$ cat src/sv/assert_macros.svh
// Assertion helpers shared by the RTL files.
`ifndef ASSERT_MACROS_SVH
`define ASSERT_MACROS_SVH

`ifndef SYNTHESIS

// Checks a property at every rising clock edge outside reset.
`define ASSERT_PROP(lbl, clk, rst_n, prop) \
    lbl: assert property (@(posedge clk) disable iff (!rst_n) prop) \
        else $error("%m: assertion failed");

// Checks that an expression is never true outside reset.
`define ASSERT_NEVER(lbl, clk, rst_n, expr) \
    `ASSERT_PROP(lbl, clk, rst_n, (!(expr)))

`else

`define ASSERT_PROP(lbl, clk, rst_n, prop)
`define ASSERT_NEVER(lbl, clk, rst_n, expr)

`endif

`endif

$ cat src/sv/sbbs_pkg.sv
`timescale 1ns / 1ps

package sbbs_pkg;

    // Fixed field widths of the item and result ports.
    localparam int KIND_W     = 2;
    localparam int STEP_IN_W  = 4;
    localparam int TIME_IN_W  = 16;
    localparam int WORD_W     = 16;
    localparam int CFG_W      = 16;

    // Defaults for the top level parameters.
    localparam int SBBS_STEP_COUNT = 16;
    localparam int SBBS_TIME_BITS  = 16;

    // Queue depths between the parts of the block.
    localparam int IQ_DEPTH = 4;
    localparam int RQ_DEPTH = 2;

    localparam logic [CFG_W-1:0] DEBOUNCE_RESET = 16'd50;

    // Item kind codes.
    localparam logic [KIND_W-1:0] KIND_SCAN  = 2'd0;
    localparam logic [KIND_W-1:0] KIND_BLINK = 2'd1;
    localparam logic [KIND_W-1:0] KIND_LOAD  = 2'd2;

    // Operations handed from the front to the back.
    typedef enum logic [1:0] {
        OP_SCAN,
        OP_BLINK,
        OP_LOAD,
        OP_NOP
    } t_op;

    typedef struct packed {
        logic              led_on;
        logic [WORD_W-1:0] pattern;
        logic              toggled;
    } t_result;

endpackage

$ cat src/sv/sbbs_fifo.sv
`timescale 1ns / 1ps
`include "assert_macros.svh"

module sbbs_fifo #(
    parameter int WIDTH = 1,
    parameter int DEPTH = 2
) (
    input  logic             i_clk,
    input  logic             i_rst_n,
    input  logic             i_push,
    input  logic [WIDTH-1:0] i_data,
    output logic             o_full,
    input  logic             i_pop,
    output logic             o_empty,
    output logic [WIDTH-1:0] o_data
);

    localparam int PTR_W = (DEPTH > 1) ? $clog2(DEPTH) : 1;
    localparam int CNT_W = $clog2(DEPTH + 1);
    localparam logic [PTR_W-1:0] PTR_LAST = PTR_W'(DEPTH - 1);
    localparam logic [CNT_W-1:0] CNT_FULL = CNT_W'(DEPTH);

    logic [WIDTH-1:0] r_mem [DEPTH];
    logic [PTR_W-1:0] r_wr_ptr, r_rd_ptr;
    logic [CNT_W-1:0] r_count;
    logic             push_fire, pop_fire;

    assign o_full    = (r_count == CNT_FULL);
    assign o_empty   = (r_count == '0);
    assign push_fire = i_push && !o_full;
    assign pop_fire  = i_pop && !o_empty;
    assign o_data    = r_mem[r_rd_ptr];

    always_ff @(posedge i_clk) begin
        if (push_fire) begin
            r_mem[r_wr_ptr] <= i_data;
        end
    end

    always_ff @(posedge i_clk) begin
        if (!i_rst_n) begin
            r_wr_ptr <= '0;
            r_rd_ptr <= '0;
            r_count  <= '0;
        end else begin
            if (push_fire) begin
                r_wr_ptr <= (r_wr_ptr == PTR_LAST) ? '0 : r_wr_ptr + 1'b1;
            end
            if (pop_fire) begin
                r_rd_ptr <= (r_rd_ptr == PTR_LAST) ? '0 : r_rd_ptr + 1'b1;
            end
            case ({push_fire, pop_fire})
                2'b10:   r_count <= r_count + 1'b1;
                2'b01:   r_count <= r_count - 1'b1;
                default: r_count <= r_count;
            endcase
        end
    end

    `ASSERT_NEVER(a_count_range, i_clk, i_rst_n, (r_count > CNT_FULL))
    `ASSERT_PROP(a_count_up, i_clk, i_rst_n, ((push_fire && !pop_fire) |=> (r_count == $past(r_count) + 1'b1)))
    `ASSERT_PROP(a_rd_advance, i_clk, i_rst_n, (pop_fire |=> (r_rd_ptr != $past(r_rd_ptr))))

endmodule

$ cat src/sv/sbbs_front.sv
`timescale 1ns / 1ps

module sbbs_front #(
    parameter int STEP_COUNT = 16,
    parameter int TIME_BITS  = 16,
    parameter int INSTR_W    = 1
) (
    input  logic [sbbs_pkg::KIND_W-1:0]    i_kind,
    input  logic [sbbs_pkg::STEP_IN_W-1:0] i_step_index,
    input  logic [sbbs_pkg::TIME_IN_W-1:0] i_time_now,
    input  logic                           i_is_playing,
    input  logic                           i_button_level,
    input  logic [sbbs_pkg::WORD_W-1:0]    i_pattern_word,
    output logic [INSTR_W-1:0]             o_instr
);

    import sbbs_pkg::*;

    localparam int IDX_W  = $clog2(STEP_COUNT);
    localparam int IDXX_W = (IDX_W > STEP_IN_W) ? IDX_W : STEP_IN_W;
    localparam int TW     = (TIME_BITS > TIME_IN_W) ? TIME_BITS : TIME_IN_W;
    localparam int PW     = (STEP_COUNT > WORD_W) ? STEP_COUNT : WORD_W;

    logic [IDXX_W-1:0]     step_ext;
    logic [IDX_W-1:0]      idx, pos;
    logic [TW-1:0]         time_ext;
    logic [PW-1:0]         word_ext;
    logic                  in_range;
    t_op                   op;

    assign step_ext = IDXX_W'(i_step_index);
    assign idx      = step_ext[IDX_W-1:0];
    // Step 0 sits at the most significant pattern bit.
    assign pos      = IDX_W'(STEP_COUNT - 1) - idx;
    assign in_range = int'(i_step_index) < STEP_COUNT;
    assign time_ext = TW'(i_time_now);
    assign word_ext = PW'(i_pattern_word);

    always_comb begin
        case (i_kind)
            KIND_SCAN:  op = in_range ? OP_SCAN : OP_NOP;
            KIND_BLINK: op = OP_BLINK;
            KIND_LOAD:  op = OP_LOAD;
            default:    op = OP_NOP;
        endcase
    end

    assign o_instr = {op, idx, pos, time_ext[TIME_BITS-1:0], i_is_playing, i_button_level,
                      word_ext[STEP_COUNT-1:0]};

endmodule

$ cat src/sv/sbbs_back.sv
`timescale 1ns / 1ps
`include "assert_macros.svh"

module sbbs_back #(
    parameter int STEP_COUNT = 16,
    parameter int TIME_BITS  = 16,
    parameter int INSTR_W    = 1
) (
    input  logic                       i_clk,
    input  logic                       i_rst_n,
    input  logic                       i_cfg_we,
    input  logic [sbbs_pkg::CFG_W-1:0] i_cfg_wdata,
    input  logic                       i_iq_empty,
    input  logic [INSTR_W-1:0]         i_iq_data,
    output logic                       o_iq_pop,
    input  logic                       i_rq_full,
    output logic                       o_rq_push,
    output sbbs_pkg::t_result          o_rq_data
);

    import sbbs_pkg::*;

    localparam int IDX_W = $clog2(STEP_COUNT);
    localparam int CMP_W = (TIME_BITS > CFG_W) ? TIME_BITS : CFG_W;
    localparam int PW    = (STEP_COUNT > WORD_W) ? STEP_COUNT : WORD_W;

    // Fields of the queue head.
    logic [1:0]            h_op;
    logic [IDX_W-1:0]      h_idx, h_pos;
    logic [TIME_BITS-1:0]  h_time;
    logic                  h_play, h_level;
    logic [STEP_COUNT-1:0] h_word;

    // Execute register.
    logic                  r_a_vld;
    t_op                   r_a_op;
    logic [IDX_W-1:0]      r_a_idx, r_a_pos;
    logic [TIME_BITS-1:0]  r_a_time;
    logic                  r_a_play, r_a_level;
    logic [STEP_COUNT-1:0] r_a_word;
    logic [TIME_BITS-1:0]  r_a_stamp, r_a_fwd_time;
    logic                  r_a_fwd, r_a_stamp_vld;

    // Block state.
    logic [CFG_W-1:0]      r_debounce;
    logic [STEP_COUNT-1:0] r_pattern, n_pattern;
    logic [STEP_COUNT-1:0] r_pressed, n_pressed;
    logic [1:0]            r_phase, n_phase;
    logic [TIME_BITS-1:0]  r_stamp_mem [STEP_COUNT];
    logic [STEP_COUNT-1:0] r_stamp_vld;

    logic                  load_a, exec_fire, stamp_we, n_stamp;
    logic                  active, was_pressed, settled, led, tog;
    logic [TIME_BITS-1:0]  last_time, elapsed;
    logic [PW-1:0]         pat_ext;

    assign {h_op, h_idx, h_pos, h_time, h_play, h_level, h_word} = i_iq_data;

    assign exec_fire = r_a_vld && !i_rq_full;
    assign load_a    = !i_iq_empty && (!r_a_vld || exec_fire);
    assign o_iq_pop  = load_a;
    assign stamp_we  = exec_fire && n_stamp;

    always_ff @(posedge i_clk) begin
        if (!i_rst_n) begin
            r_a_vld <= 1'b0;
        end else if (load_a) begin
            r_a_vld <= 1'b1;
        end else if (exec_fire) begin
            r_a_vld <= 1'b0;
        end
    end

    always_ff @(posedge i_clk) begin
        if (load_a) begin
            r_a_op       <= t_op'(h_op);
            r_a_idx      <= h_idx;
            r_a_pos      <= h_pos;
            r_a_time     <= h_time;
            r_a_play     <= h_play;
            r_a_level    <= h_level;
            r_a_word     <= h_word;
            // A stamp written this cycle to the same step is passed on directly.
            r_a_fwd      <= stamp_we && (r_a_idx == h_idx);
            r_a_fwd_time <= r_a_time;
        end
    end

    always_ff @(posedge i_clk) begin
        if (stamp_we) begin
            r_stamp_mem[r_a_idx] <= r_a_time;
        end
        if (load_a) begin
            r_a_stamp <= r_stamp_mem[h_idx];
        end
    end

    always_ff @(posedge i_clk) begin
        if (!i_rst_n) begin
            r_stamp_vld   <= '0;
            r_a_stamp_vld <= 1'b0;
        end else begin
            if (stamp_we) begin
                r_stamp_vld[r_a_idx] <= 1'b1;
            end
            if (load_a) begin
                r_a_stamp_vld <= r_stamp_vld[h_idx];
            end
        end
    end

    assign last_time   = r_a_fwd ? r_a_fwd_time : (r_a_stamp_vld ? r_a_stamp : '0);
    assign elapsed     = r_a_time - last_time;
    assign settled     = CMP_W'(elapsed) > CMP_W'(r_debounce);
    assign active      = r_pattern[r_a_pos];
    assign was_pressed = r_pressed[r_a_pos];

    always_comb begin
        n_pattern = r_pattern;
        n_pressed = r_pressed;
        n_phase   = r_phase;
        n_stamp   = 1'b0;
        led       = 1'b0;
        tog       = 1'b0;
        case (r_a_op)
            OP_SCAN: begin
                if (active && r_a_play) begin
                    led = 1'b1;
                end else if (active) begin
                    led = !r_phase[1];
                end else if (r_a_play) begin
                    led = (r_phase == 2'd0);
                end
                if (settled && (r_a_level != was_pressed)) begin
                    n_stamp = 1'b1;
                    n_pressed[r_a_pos] = r_a_level;
                    if (r_a_level) begin
                        n_pattern[r_a_pos] = !active;
                        tog = 1'b1;
                    end
                end
            end
            OP_BLINK: n_phase   = r_phase + 2'd1;
            OP_LOAD:  n_pattern = r_a_word;
            default:  ;
        endcase
    end

    always_ff @(posedge i_clk) begin
        if (!i_rst_n) begin
            r_pattern  <= '0;
            r_pressed  <= '0;
            r_phase    <= '0;
            r_debounce <= DEBOUNCE_RESET;
        end else begin
            if (exec_fire) begin
                r_pattern <= n_pattern;
                r_pressed <= n_pressed;
                r_phase   <= n_phase;
            end
            if (i_cfg_we) begin
                r_debounce <= i_cfg_wdata;
            end
        end
    end

    assign pat_ext           = PW'(n_pattern);
    assign o_rq_push         = exec_fire;
    assign o_rq_data.led_on  = led;
    assign o_rq_data.pattern = pat_ext[WORD_W-1:0];
    assign o_rq_data.toggled = tog;

    `ASSERT_PROP(a_toggle_changes, i_clk, i_rst_n, ((exec_fire && tog) |-> (n_pattern != r_pattern)))
    `ASSERT_PROP(a_stamp_on_scan, i_clk, i_rst_n, (stamp_we |-> (r_a_op == OP_SCAN)))
    `ASSERT_PROP(a_blink_step, i_clk, i_rst_n, ((exec_fire && (r_a_op == OP_BLINK)) |=> (r_phase == $past(r_phase) + 2'd1)))

endmodule

$ cat src/sv/step_button_bank_scanner_unit.sv
`timescale 1ns / 1ps
// Step button bank scanner: debounces a bank of step buttons and drives their LEDs.
// Items enter through push/full: an item is taken at a clock edge with push high
// and full low. Kind 0 scans one step, kind 1 advances the blink phase, kind 2
// loads a new step pattern. Every item yields exactly one result.
// Results leave through empty/pop: the oldest result sits on the o_ ports while
// empty is low and is taken at a clock edge with pop high.
// The debounce register is written by i_cfg_we/i_cfg_wdata; the user must write
// it only while the block is idle, which the block does not enforce. Items pass
// through the item queue, the execute register and the result queue. Throughput:
// one item per cycle while the result queue has room; the back end does one
// read-modify-write of the step state per cycle, reading the step's stamp from
// the stamp memory on entry to execute (bypassed if the last item wrote that step).
// When pop stays low the result queue fills, the back end stalls, the item queue
// fills behind it and full rises; nothing is lost. Reset (i_rst_n low at a clock
// edge) empties both queues, clears pattern, pressed bits, time stamps and blink
// phase, and sets the debounce time to 50 ticks.

module step_button_bank_scanner_unit #(
    parameter int STEP_COUNT = sbbs_pkg::SBBS_STEP_COUNT,
    parameter int TIME_BITS  = sbbs_pkg::SBBS_TIME_BITS
) (
    input  logic                           i_clk,
    input  logic                           i_rst_n,
    input  logic                           i_cfg_we,
    input  logic [sbbs_pkg::CFG_W-1:0]     i_cfg_wdata,
    input  logic                           push,
    output logic                           full,
    input  logic [sbbs_pkg::KIND_W-1:0]    i_kind,
    input  logic [sbbs_pkg::STEP_IN_W-1:0] i_step_index,
    input  logic [sbbs_pkg::TIME_IN_W-1:0] i_time_now,
    input  logic                           i_is_playing,
    input  logic                           i_button_level,
    input  logic [sbbs_pkg::WORD_W-1:0]    i_pattern_word,
    output logic                           empty,
    input  logic                           pop,
    output logic                           o_led_on,
    output logic [sbbs_pkg::WORD_W-1:0]    o_pattern,
    output logic                           o_toggled
);

    import sbbs_pkg::*;

    localparam int IDX_W   = $clog2(STEP_COUNT);
    localparam int INSTR_W = 2 + 2 * IDX_W + TIME_BITS + 2 + STEP_COUNT;
    localparam int RES_W   = $bits(t_result);

    logic [INSTR_W-1:0] fe_instr, iq_data;
    logic               iq_empty, iq_pop;
    logic               rq_full, rq_push;
    t_result            rq_in, rq_out;

    sbbs_front #(
        .STEP_COUNT (STEP_COUNT),
        .TIME_BITS  (TIME_BITS),
        .INSTR_W    (INSTR_W)
    ) u_front (
        .i_kind         (i_kind),
        .i_step_index   (i_step_index),
        .i_time_now     (i_time_now),
        .i_is_playing   (i_is_playing),
        .i_button_level (i_button_level),
        .i_pattern_word (i_pattern_word),
        .o_instr        (fe_instr)
    );

    sbbs_fifo #(
        .WIDTH (INSTR_W),
        .DEPTH (IQ_DEPTH)
    ) u_iq (
        .i_clk   (i_clk),
        .i_rst_n (i_rst_n),
        .i_push  (push),
        .i_data  (fe_instr),
        .o_full  (full),
        .i_pop   (iq_pop),
        .o_empty (iq_empty),
        .o_data  (iq_data)
    );

    sbbs_back #(
        .STEP_COUNT (STEP_COUNT),
        .TIME_BITS  (TIME_BITS),
        .INSTR_W    (INSTR_W)
    ) u_back (
        .i_clk       (i_clk),
        .i_rst_n     (i_rst_n),
        .i_cfg_we    (i_cfg_we),
        .i_cfg_wdata (i_cfg_wdata),
        .i_iq_empty  (iq_empty),
        .i_iq_data   (iq_data),
        .o_iq_pop    (iq_pop),
        .i_rq_full   (rq_full),
        .o_rq_push   (rq_push),
        .o_rq_data   (rq_in)
    );

    sbbs_fifo #(
        .WIDTH (RES_W),
        .DEPTH (RQ_DEPTH)
    ) u_rq (
        .i_clk   (i_clk),
        .i_rst_n (i_rst_n),
        .i_push  (rq_push),
        .i_data  (rq_in),
        .o_full  (rq_full),
        .i_pop   (pop),
        .o_empty (empty),
        .o_data  (rq_out)
    );

    assign o_led_on  = rq_out.led_on;
    assign o_pattern = rq_out.pattern;
    assign o_toggled = rq_out.toggled;

endmodule

$ cat config.mk
export PLATFORM = sky130hd
export DESIGN_NAME = step_button_bank_scanner_unit
export DESIGN_NICKNAME = d
export VERILOG_FILES = /design/src/sv/sbbs_pkg.sv /design/src/sv/sbbs_fifo.sv /design/src/sv/sbbs_front.sv /design/src/sv/sbbs_back.sv /design/src/sv/step_button_bank_scanner_unit.sv
export VERILOG_INCLUDE_DIRS = /design/src /design/src/sv
export SDC_FILE = /design/constraint.sdc
export NUM_CORES = 1
export LEC_CHECK = 0
export BUFFER_PORTS_ARGS = -buffer_cell sky130_fd_sc_hd__buf_2
export CORE_UTILIZATION = 45
export CTS_CLUSTER_SIZE = 8
export DETAILED_ROUTE_END_ITERATION = 8
export GPL_TIMING_DRIVEN = 1
export SYNTH_ARGS = -nofsm -noshare
export SYNTH_HDL_FRONTEND = slang
export SYNTH_SLANG_ARGS = --single-unit
export TNS_END_PERCENT = 100
$ cat constraint.sdc
create_clock -name i_clk -period 8.66 [get_ports i_clk]
set_input_delay 0.433 -clock i_clk [delete_from_list [all_inputs] [get_ports i_clk]]
set_output_delay 0.433 -clock i_clk [all_outputs]
set_load 0.01 [all_outputs]
After elaboration in Yosys (flattened, before gate mapping)
Memory sizes are Yosys's and may differ from the RTL's. A register that Yosys moved wholly into a read port is not among the register bits. Cells that the tools add are included.

Flip-flop bits (word level): 140. Latch bits: 0. Memory bits (writable): 468. ROM bits: 0. Bits of input ports: 61. Logic and storage cells: 132. Memories: 3.

Add/sub/neg operators: 11. Multiply operators: 0. Divide/modulo/power cells: 0. Order comparisons: 6. Equal/unequal tests: 14. Shift operators: 0. Muxes and demuxes: 45. Bitwise gates (word level): 1. Reduce and logical (&&, ||, !) cells: 30.

Memory list: u_back.r_stamp_mem (depth 16, width 16, rd ports 1, clocked after Yosys merged registers in 1, wr ports 1, RTL line sbbs_back.sv:49) `logic [TIME_BITS-1:0] r_stamp_mem [STEP_COUNT];`; u_iq.r_mem (depth 4, width 44, rd ports 1, clocked after Yosys merged registers in 1, wr ports 1, RTL line sbbs_fifo.sv:23) `logic [WIDTH-1:0] r_mem [DEPTH];`; u_rq.r_mem (depth 2, width 18, rd ports 1, clocked after Yosys merged registers in 1, wr ports 1, RTL line sbbs_fifo.sv:23).

Operators by type and width (count): $mux 16 (4); $bwmux 16 (2); $pmux 16 s2 (1); $mux 1 (26); $gt 16x16->1 (1); $or 16x16->16 (1); $sub 16x16->16 (1); $lt 4x5->1 const B (3); $eq 2x2->1 const B (7); $bmux 1 s4 (3); $logic_and 1x1->1 (12); $add 2x1->2 const B (4); $demux 1 s4 (2); $eq 2x1->1 const B (4); $ge 4x1->1 const B (2); $logic_not 2->1 (4); $mux 2 (4); $logic_not 1->1 (7); $pmux 2 s3 (1); $pmux 3 s2 (1); $reduce_bool 2->1 (3); $eq 4x4->1 (1); $pmux 2 s2 (1); $sub 4x4->4 const A (1); 10 further kinds (11).

Longest topological paths before layout
Word-level depth: 10. Depth in mapped cells: 24. Gate-level depth less buffers: 22.

Hierarchy
A second synthesis with hierarchy kept.

Cell total of the unflattened synthesis: 1462. Area total of the unflattened synthesis: 25799.7 µm².

By module, submodules not included: sbbs_back (instances 1, cells an instance 1050, area each 17060.1 µm², sequential area each 11360.9 µm²); sbbs_fifo (u_iq) (instances 1, cells an instance 286, area each 6901.6 µm², sequential area each 5465.2 µm²); sbbs_fifo (u_rq) (instances 1, cells an instance 82, area each 1530.2 µm², sequential area each 1181.1 µm²); sbbs_front (instances 1, cells an instance 44, area each 307.8 µm², sequential area each 0.0 µm²).

Least setup slack after synthesis
No wires, ideal clock.

Path kind: register to register. Start: register u_back.r_a_fwd. End: memory u_back.r_stamp_mem[12][0] (enable). Library setup time: 0.440 ns. Arrival time: 6.079 ns. Data required time: 8.220 ns. Path slack: 2.141 ns. Cell stages (with the launch flop): 22. Path buffers: 1. Period minus slack after synthesis: 6.519 ns. Path through: edfxtp_1 -> clkbuf_1 -> nor2b_1 -> a22o_1 -> ha_1 -> inv_1 -> fa_1 -> a21o_1 -> a21oi_1 -> o21ai_0 -> a31oi_1 -> a21oi_1 -> a21o_1 -> a21oi_1 -> xnor2_1 -> ha_1 -> nand4_1 -> nor4_1 -> o21ai_1 -> a21o_1 -> nor4_4 -> nor4b_1.

Longest elaborated chain between the ends: 9.

RTL lines: start: declaration (RTL line sbbs_back.sv:42) `logic r_a_fwd, r_a_stamp_vld;`; start signal: assignment (RTL line sbbs_back.sv:84) `r_a_fwd <= stamp_we && (r_a_idx == h_idx);`; $mux 16 (RTL line sbbs_back.sv:112) `assign last_time = r_a_fwd ? r_a_fwd_time : (r_a_stamp_vld ? r_a_stamp : '0);`; $sub 16x16->16 (RTL line sbbs_back.sv:113) `assign elapsed = r_a_time - last_time;`; $gt 16x16->1 (RTL line sbbs_back.sv:114) `assign settled = CMP_W'(elapsed) > CMP_W'(r_debounce);`; $logic_and 1x1->1 (RTL line sbbs_back.sv:134) `if (settled && (r_a_level != was_pressed)) begin`; $mux 1 (RTL line sbbs_back.sv:134); $mux 1 (RTL line sbbs_back.sv:125) `case (r_a_op)`; $logic_and 1x1->1 (RTL line sbbs_back.sv:62) `assign stamp_we = exec_fire && n_stamp;`; $mux 1 (RTL line sbbs_back.sv:90) `if (stamp_we) begin`; $mux 1 (not written as such) (RTL line sbbs_back.sv:91) `r_stamp_mem[r_a_idx] <= r_a_time;`; end: declaration (RTL line sbbs_back.sv:49).

No other way between the ends.

Worst setup path in the final report
Start: register u_back.r_a_fwd. End: memory u_back.r_stamp_mem[9][8] (enable).

Same word-level chain as after synthesis.

==> flow_summary.json <==
{
  "seq_power_share_pct": 42.2,
  "end_kind": "flop",
  "path_class": "flop to flop",
  "worstPathArrival_ps": 7200,
  "fin_skew_ps": 20.3,
  "synthToLayoutAreaGrowth_pct": 15.9,
  "ir_drop_mv": 0.172,
  "grt_pass1_vias": 12900,
  "die_y_um": 238,
  "diodes": 0,
  "numCtsBuffers": 88,
  "yosys-top-cells-area": "edfxtp_1 (65%), mux4_2 (13%), dfxtp_1 (6.6%)",
  "min_from": "i_pattern_word[11]",
  "critPathMaxFanout": 26,
  "whs_endpoint": "u_iq.r_mem[1][11]",
  "wire_per_inst_um": 22.0,
  "cts.sinks": 627,
  "period_needed_ps": 6850,
  "ios": 81,
  "hp-class": "primary input to flop",
  "wl_um": 50300,
  "reg2reg_slack_ps": 1810,
  "cts_tree": "done",
  "row_count": 86,
  "max_slew_margin_pct": 19.1,
  "final_core_util_pct": 52.7,
  "clkSlewWorstSetupHoldPaths_ps": 50,
  "ys_types": 55,
  "final_hold_viol_count": 0,
  "finalNetCount": 1599,
  "vias": 12500,
  "pwr-share-clk_pct": 28.9,
  "setup_tns_ps": 0,
  "ys_top_cells_by_count": "edfxtp_1 (545), mux4_2 (139), dfxtp_1 (82)",
  "synth-async-reset-ratio_pct": 0,
  "antenna_found_initial": 1,
  "drtIter0Drc": 917,
  "drtPass1Iterations": 5,
  "yosysMostFrequentCell": "edfxtp_1",
  "power_frac_comb_pct": 28.9,
  "core_area_mm2": 0.0550,
  "ys.flop_type": "edfxtp_1",
  "die-area_mm2": 0.0565,
  "crit_start": "u_back.r_a_fwd",
  "ys_seq_area_share_pct": 72.0,
  "ys_ff_latch": 627,
  "drive_above_1_share_pct": 25.2,
  "dpl.hpwl_um": 31400,
  "vias_per_cell": 5.48,
  "worstPathRequired_ps": 9010,
  "die_w_um": 238,
  "status": "completed",
  "power.share.switching_pct": 31.7,
  "rsz0062_at_grt": "no",
  "syn-cell-area_mm2": 0.0250,
  "reg2reg_to": "u_back.r_stamp_mem[9][8]",
  "grt_pass1_wl_um": 77700,
  "num-fill-cells": 4360,
  "grt_use_total_pct": 18.3,
  "yosysTopAreaCell": "edfxtp_1",
  "p_int_uw": 7310,
  "max_clock_freq_ghz": 0.146,
  "gr-total-overflow": 0,
  "h-tree-depth": 3,
  "reg2reg_depth": 23,
  "clockBufferDepth": 3,
  "root_buffer": "clkbuf_16",
  "p_leak_uw": 0.00977,
  "syn_nets": 1458,
  "start_util_pct": 45.5,
  "hold_depth": 1,
  "post-route-period-util_pct": 79.1,
  "crit_path_start_kind": "flop",
  "drt.antenna.violating_nets": 0,
  "drv_cap": 0,
  "setup_viol": 0,
  "synth-edff-count": 545,
  "synth.avg_cell_area_um2": 18.4,
  "yosysWarnings": 0,
  "grt_max_degree": 85,
  "power_density_mw_per_mm2": 369,
  "drcViolationCount": 0,
  "cts-resized-gates": 0,
  "p_switching_uw": 3390,
  "gp_congestion": 0.824,
  "synth_cells": 1356,
  "clk_latency_ps": 620,
  "r2r-start": "u_back.r_a_fwd",
  "tightest_slew_ps": 1210,
  "slew_viol_final": 0,
  "portBuffers": 80,
  "post-synth-top-area-fraction_pct": 65.4
}
## cells by family after synthesis
kind of cell	count (synthesis)	share of synthesized area, %
flops	627	72.0
simple gates	219	4.39
mux	189	14.6
compound gates	151	4.43
buf+inv	106	1.66
fa+ha+maj	41	2.11
xor+xnor	23	0.805
## placed cells by master (no fill, tap or decap), drive strengths merged, types with 5 or more instances in the layout
cell type / Yosys / final
edfxtp: 545 / 545
mux4: 139 / 139
clkbuf: 52 / 120
buf: 20 / 112
dfxtp: 82 / 82
nand2: 78 / 78
ha: 39 / 39
nor2: 36 / 36
inv: 34 / 35
mux2i: 32 / 32
a21oi: 30 / 30
nor2b: 28 / 28
o21ai: 28 / 28
nor3: 20 / 20
xnor2: 18 / 18
mux2: 18 / 18
a221o: 16 / 16
o21ba: 16 / 16
a22oi: 14 / 14
nand2b: 13 / 13
dlygate4sd3: 0 / 11
and2: 10 / 10
o21a: 9 / 9
nand3: 7 / 7
a21o: 6 / 6
clkinv: 0 / 6
xor2: 5 / 5
a21boi: 5 / 5
## layer usage
metal / up-vias / share of wire, % / routed length (um) / GRT usage [%]
met5: - / 0.026 / 13 / 0
met4: 2 / 1.9 / 942 / 4.99
met3: 76 / 5.9 / 2960 / 4.01
met2: 347 / 44 / 22100 / 26.2
met1: 6410 / 48 / 24300 / 28.1
li1: 5667 / - / - / -
## worst max path at each step
| stage | endpoint | slack (ps) | cells past startpoint |
|---|---|---|---|
| after global placement | u_back.r_stamp_mem[9][8] | 2000 | 23 |
| final | u_back.r_stamp_mem[9][8] | 1810 | 23 |
| after global routing | u_back.r_stamp_mem[13][11] | 1240 | 23 |
| after floorplan | u_back.r_stamp_mem[12][0] | 2140 | 21 |
| after CTS | u_back.r_stamp_mem[13][11] | 1860 | 23 |
| after detailed placement | u_back.r_stamp_mem[13][7] | 1880 | 23 |
## area by class of cell
cell class / instances / area (um^2) / share of cell area (%)
sequential: 627 / 18000 / 62.2
timing repair buffer: 123 / 751 / 2.59
clock buffer: 120 / 2360 / 8.16
tap: 748 / 936 / 3.23
clock inverter: 7 / 136 / 0.471
inverter: 34 / 128 / 0.440
multi-input combinational: 623 / 6650 / 22.9
## worst max-delay path: stages (launching register included)
cell	delay [ps]
edfxtp_1	610
nor2b_1	810
a22o_1	240
ha_1	160
inv_1	60
fa_1	450
a21o_1	190
a21oi_1	250
o21ai_0	170
a31oi_1	210
a21oi_1	130
a21o_1	190
a21oi_1	160
xnor2_1	140
ha_1	260
nand4_1	120
nor3_1	70
a2111oi_0	960
a21o_1	330
nor4_4	60
buf_4	240
nand2_1	400
nor3_2	80
buf_4	240
## metrics by stage
stage                     hold slack (ps)  power (uW)  setup slack, ps  std cells  instance area [um^2]
after CTS                          0.0148       10800             1860       2282                 29000
after global placement                433        7640             2000       2144                 26400
after floorplan                       414        6650             2140       1356                 25000
after detailed placement              435        7700             1880       2144                 26400
final                                32.0       10700             1810       2282                 29000
after global routing                 8.30       11300             1240       2282                 29000
## sequential cells by signal, summed over array words and instances (netlist names), 16 cells and up, named ones only
signal	count
u_back.r_a_time	16
u_back.r_a_stamp	16
u_rq.r_mem	36
u_back.r_stamp_vld	16
u_back.r_pressed	16
u_back.r_debounce	16
u_iq.r_mem	176
u_back.r_stamp_mem	256
u_back.r_a_word	16
u_back.r_pattern	16
u_back.r_a_fwd_time	16
## power groups by stage
stage	logic (uW)	clock network, uW	registers [uW]
floorplan	2320	0	4330
global placement	3090	0	4550
detailed placement	3130	0	4580
CTS	3140	3160	4520
global route	3400	3280	4580
finish	3090	3090	4520
## what timing repair did
item                       CTS  global route
hold buffers                11             0
buffers inserted             0             0
setup endpoints to repair    0             0
hold endpoints to repair    36             0
Note: power is estimated with default switching activity, not from simulation.
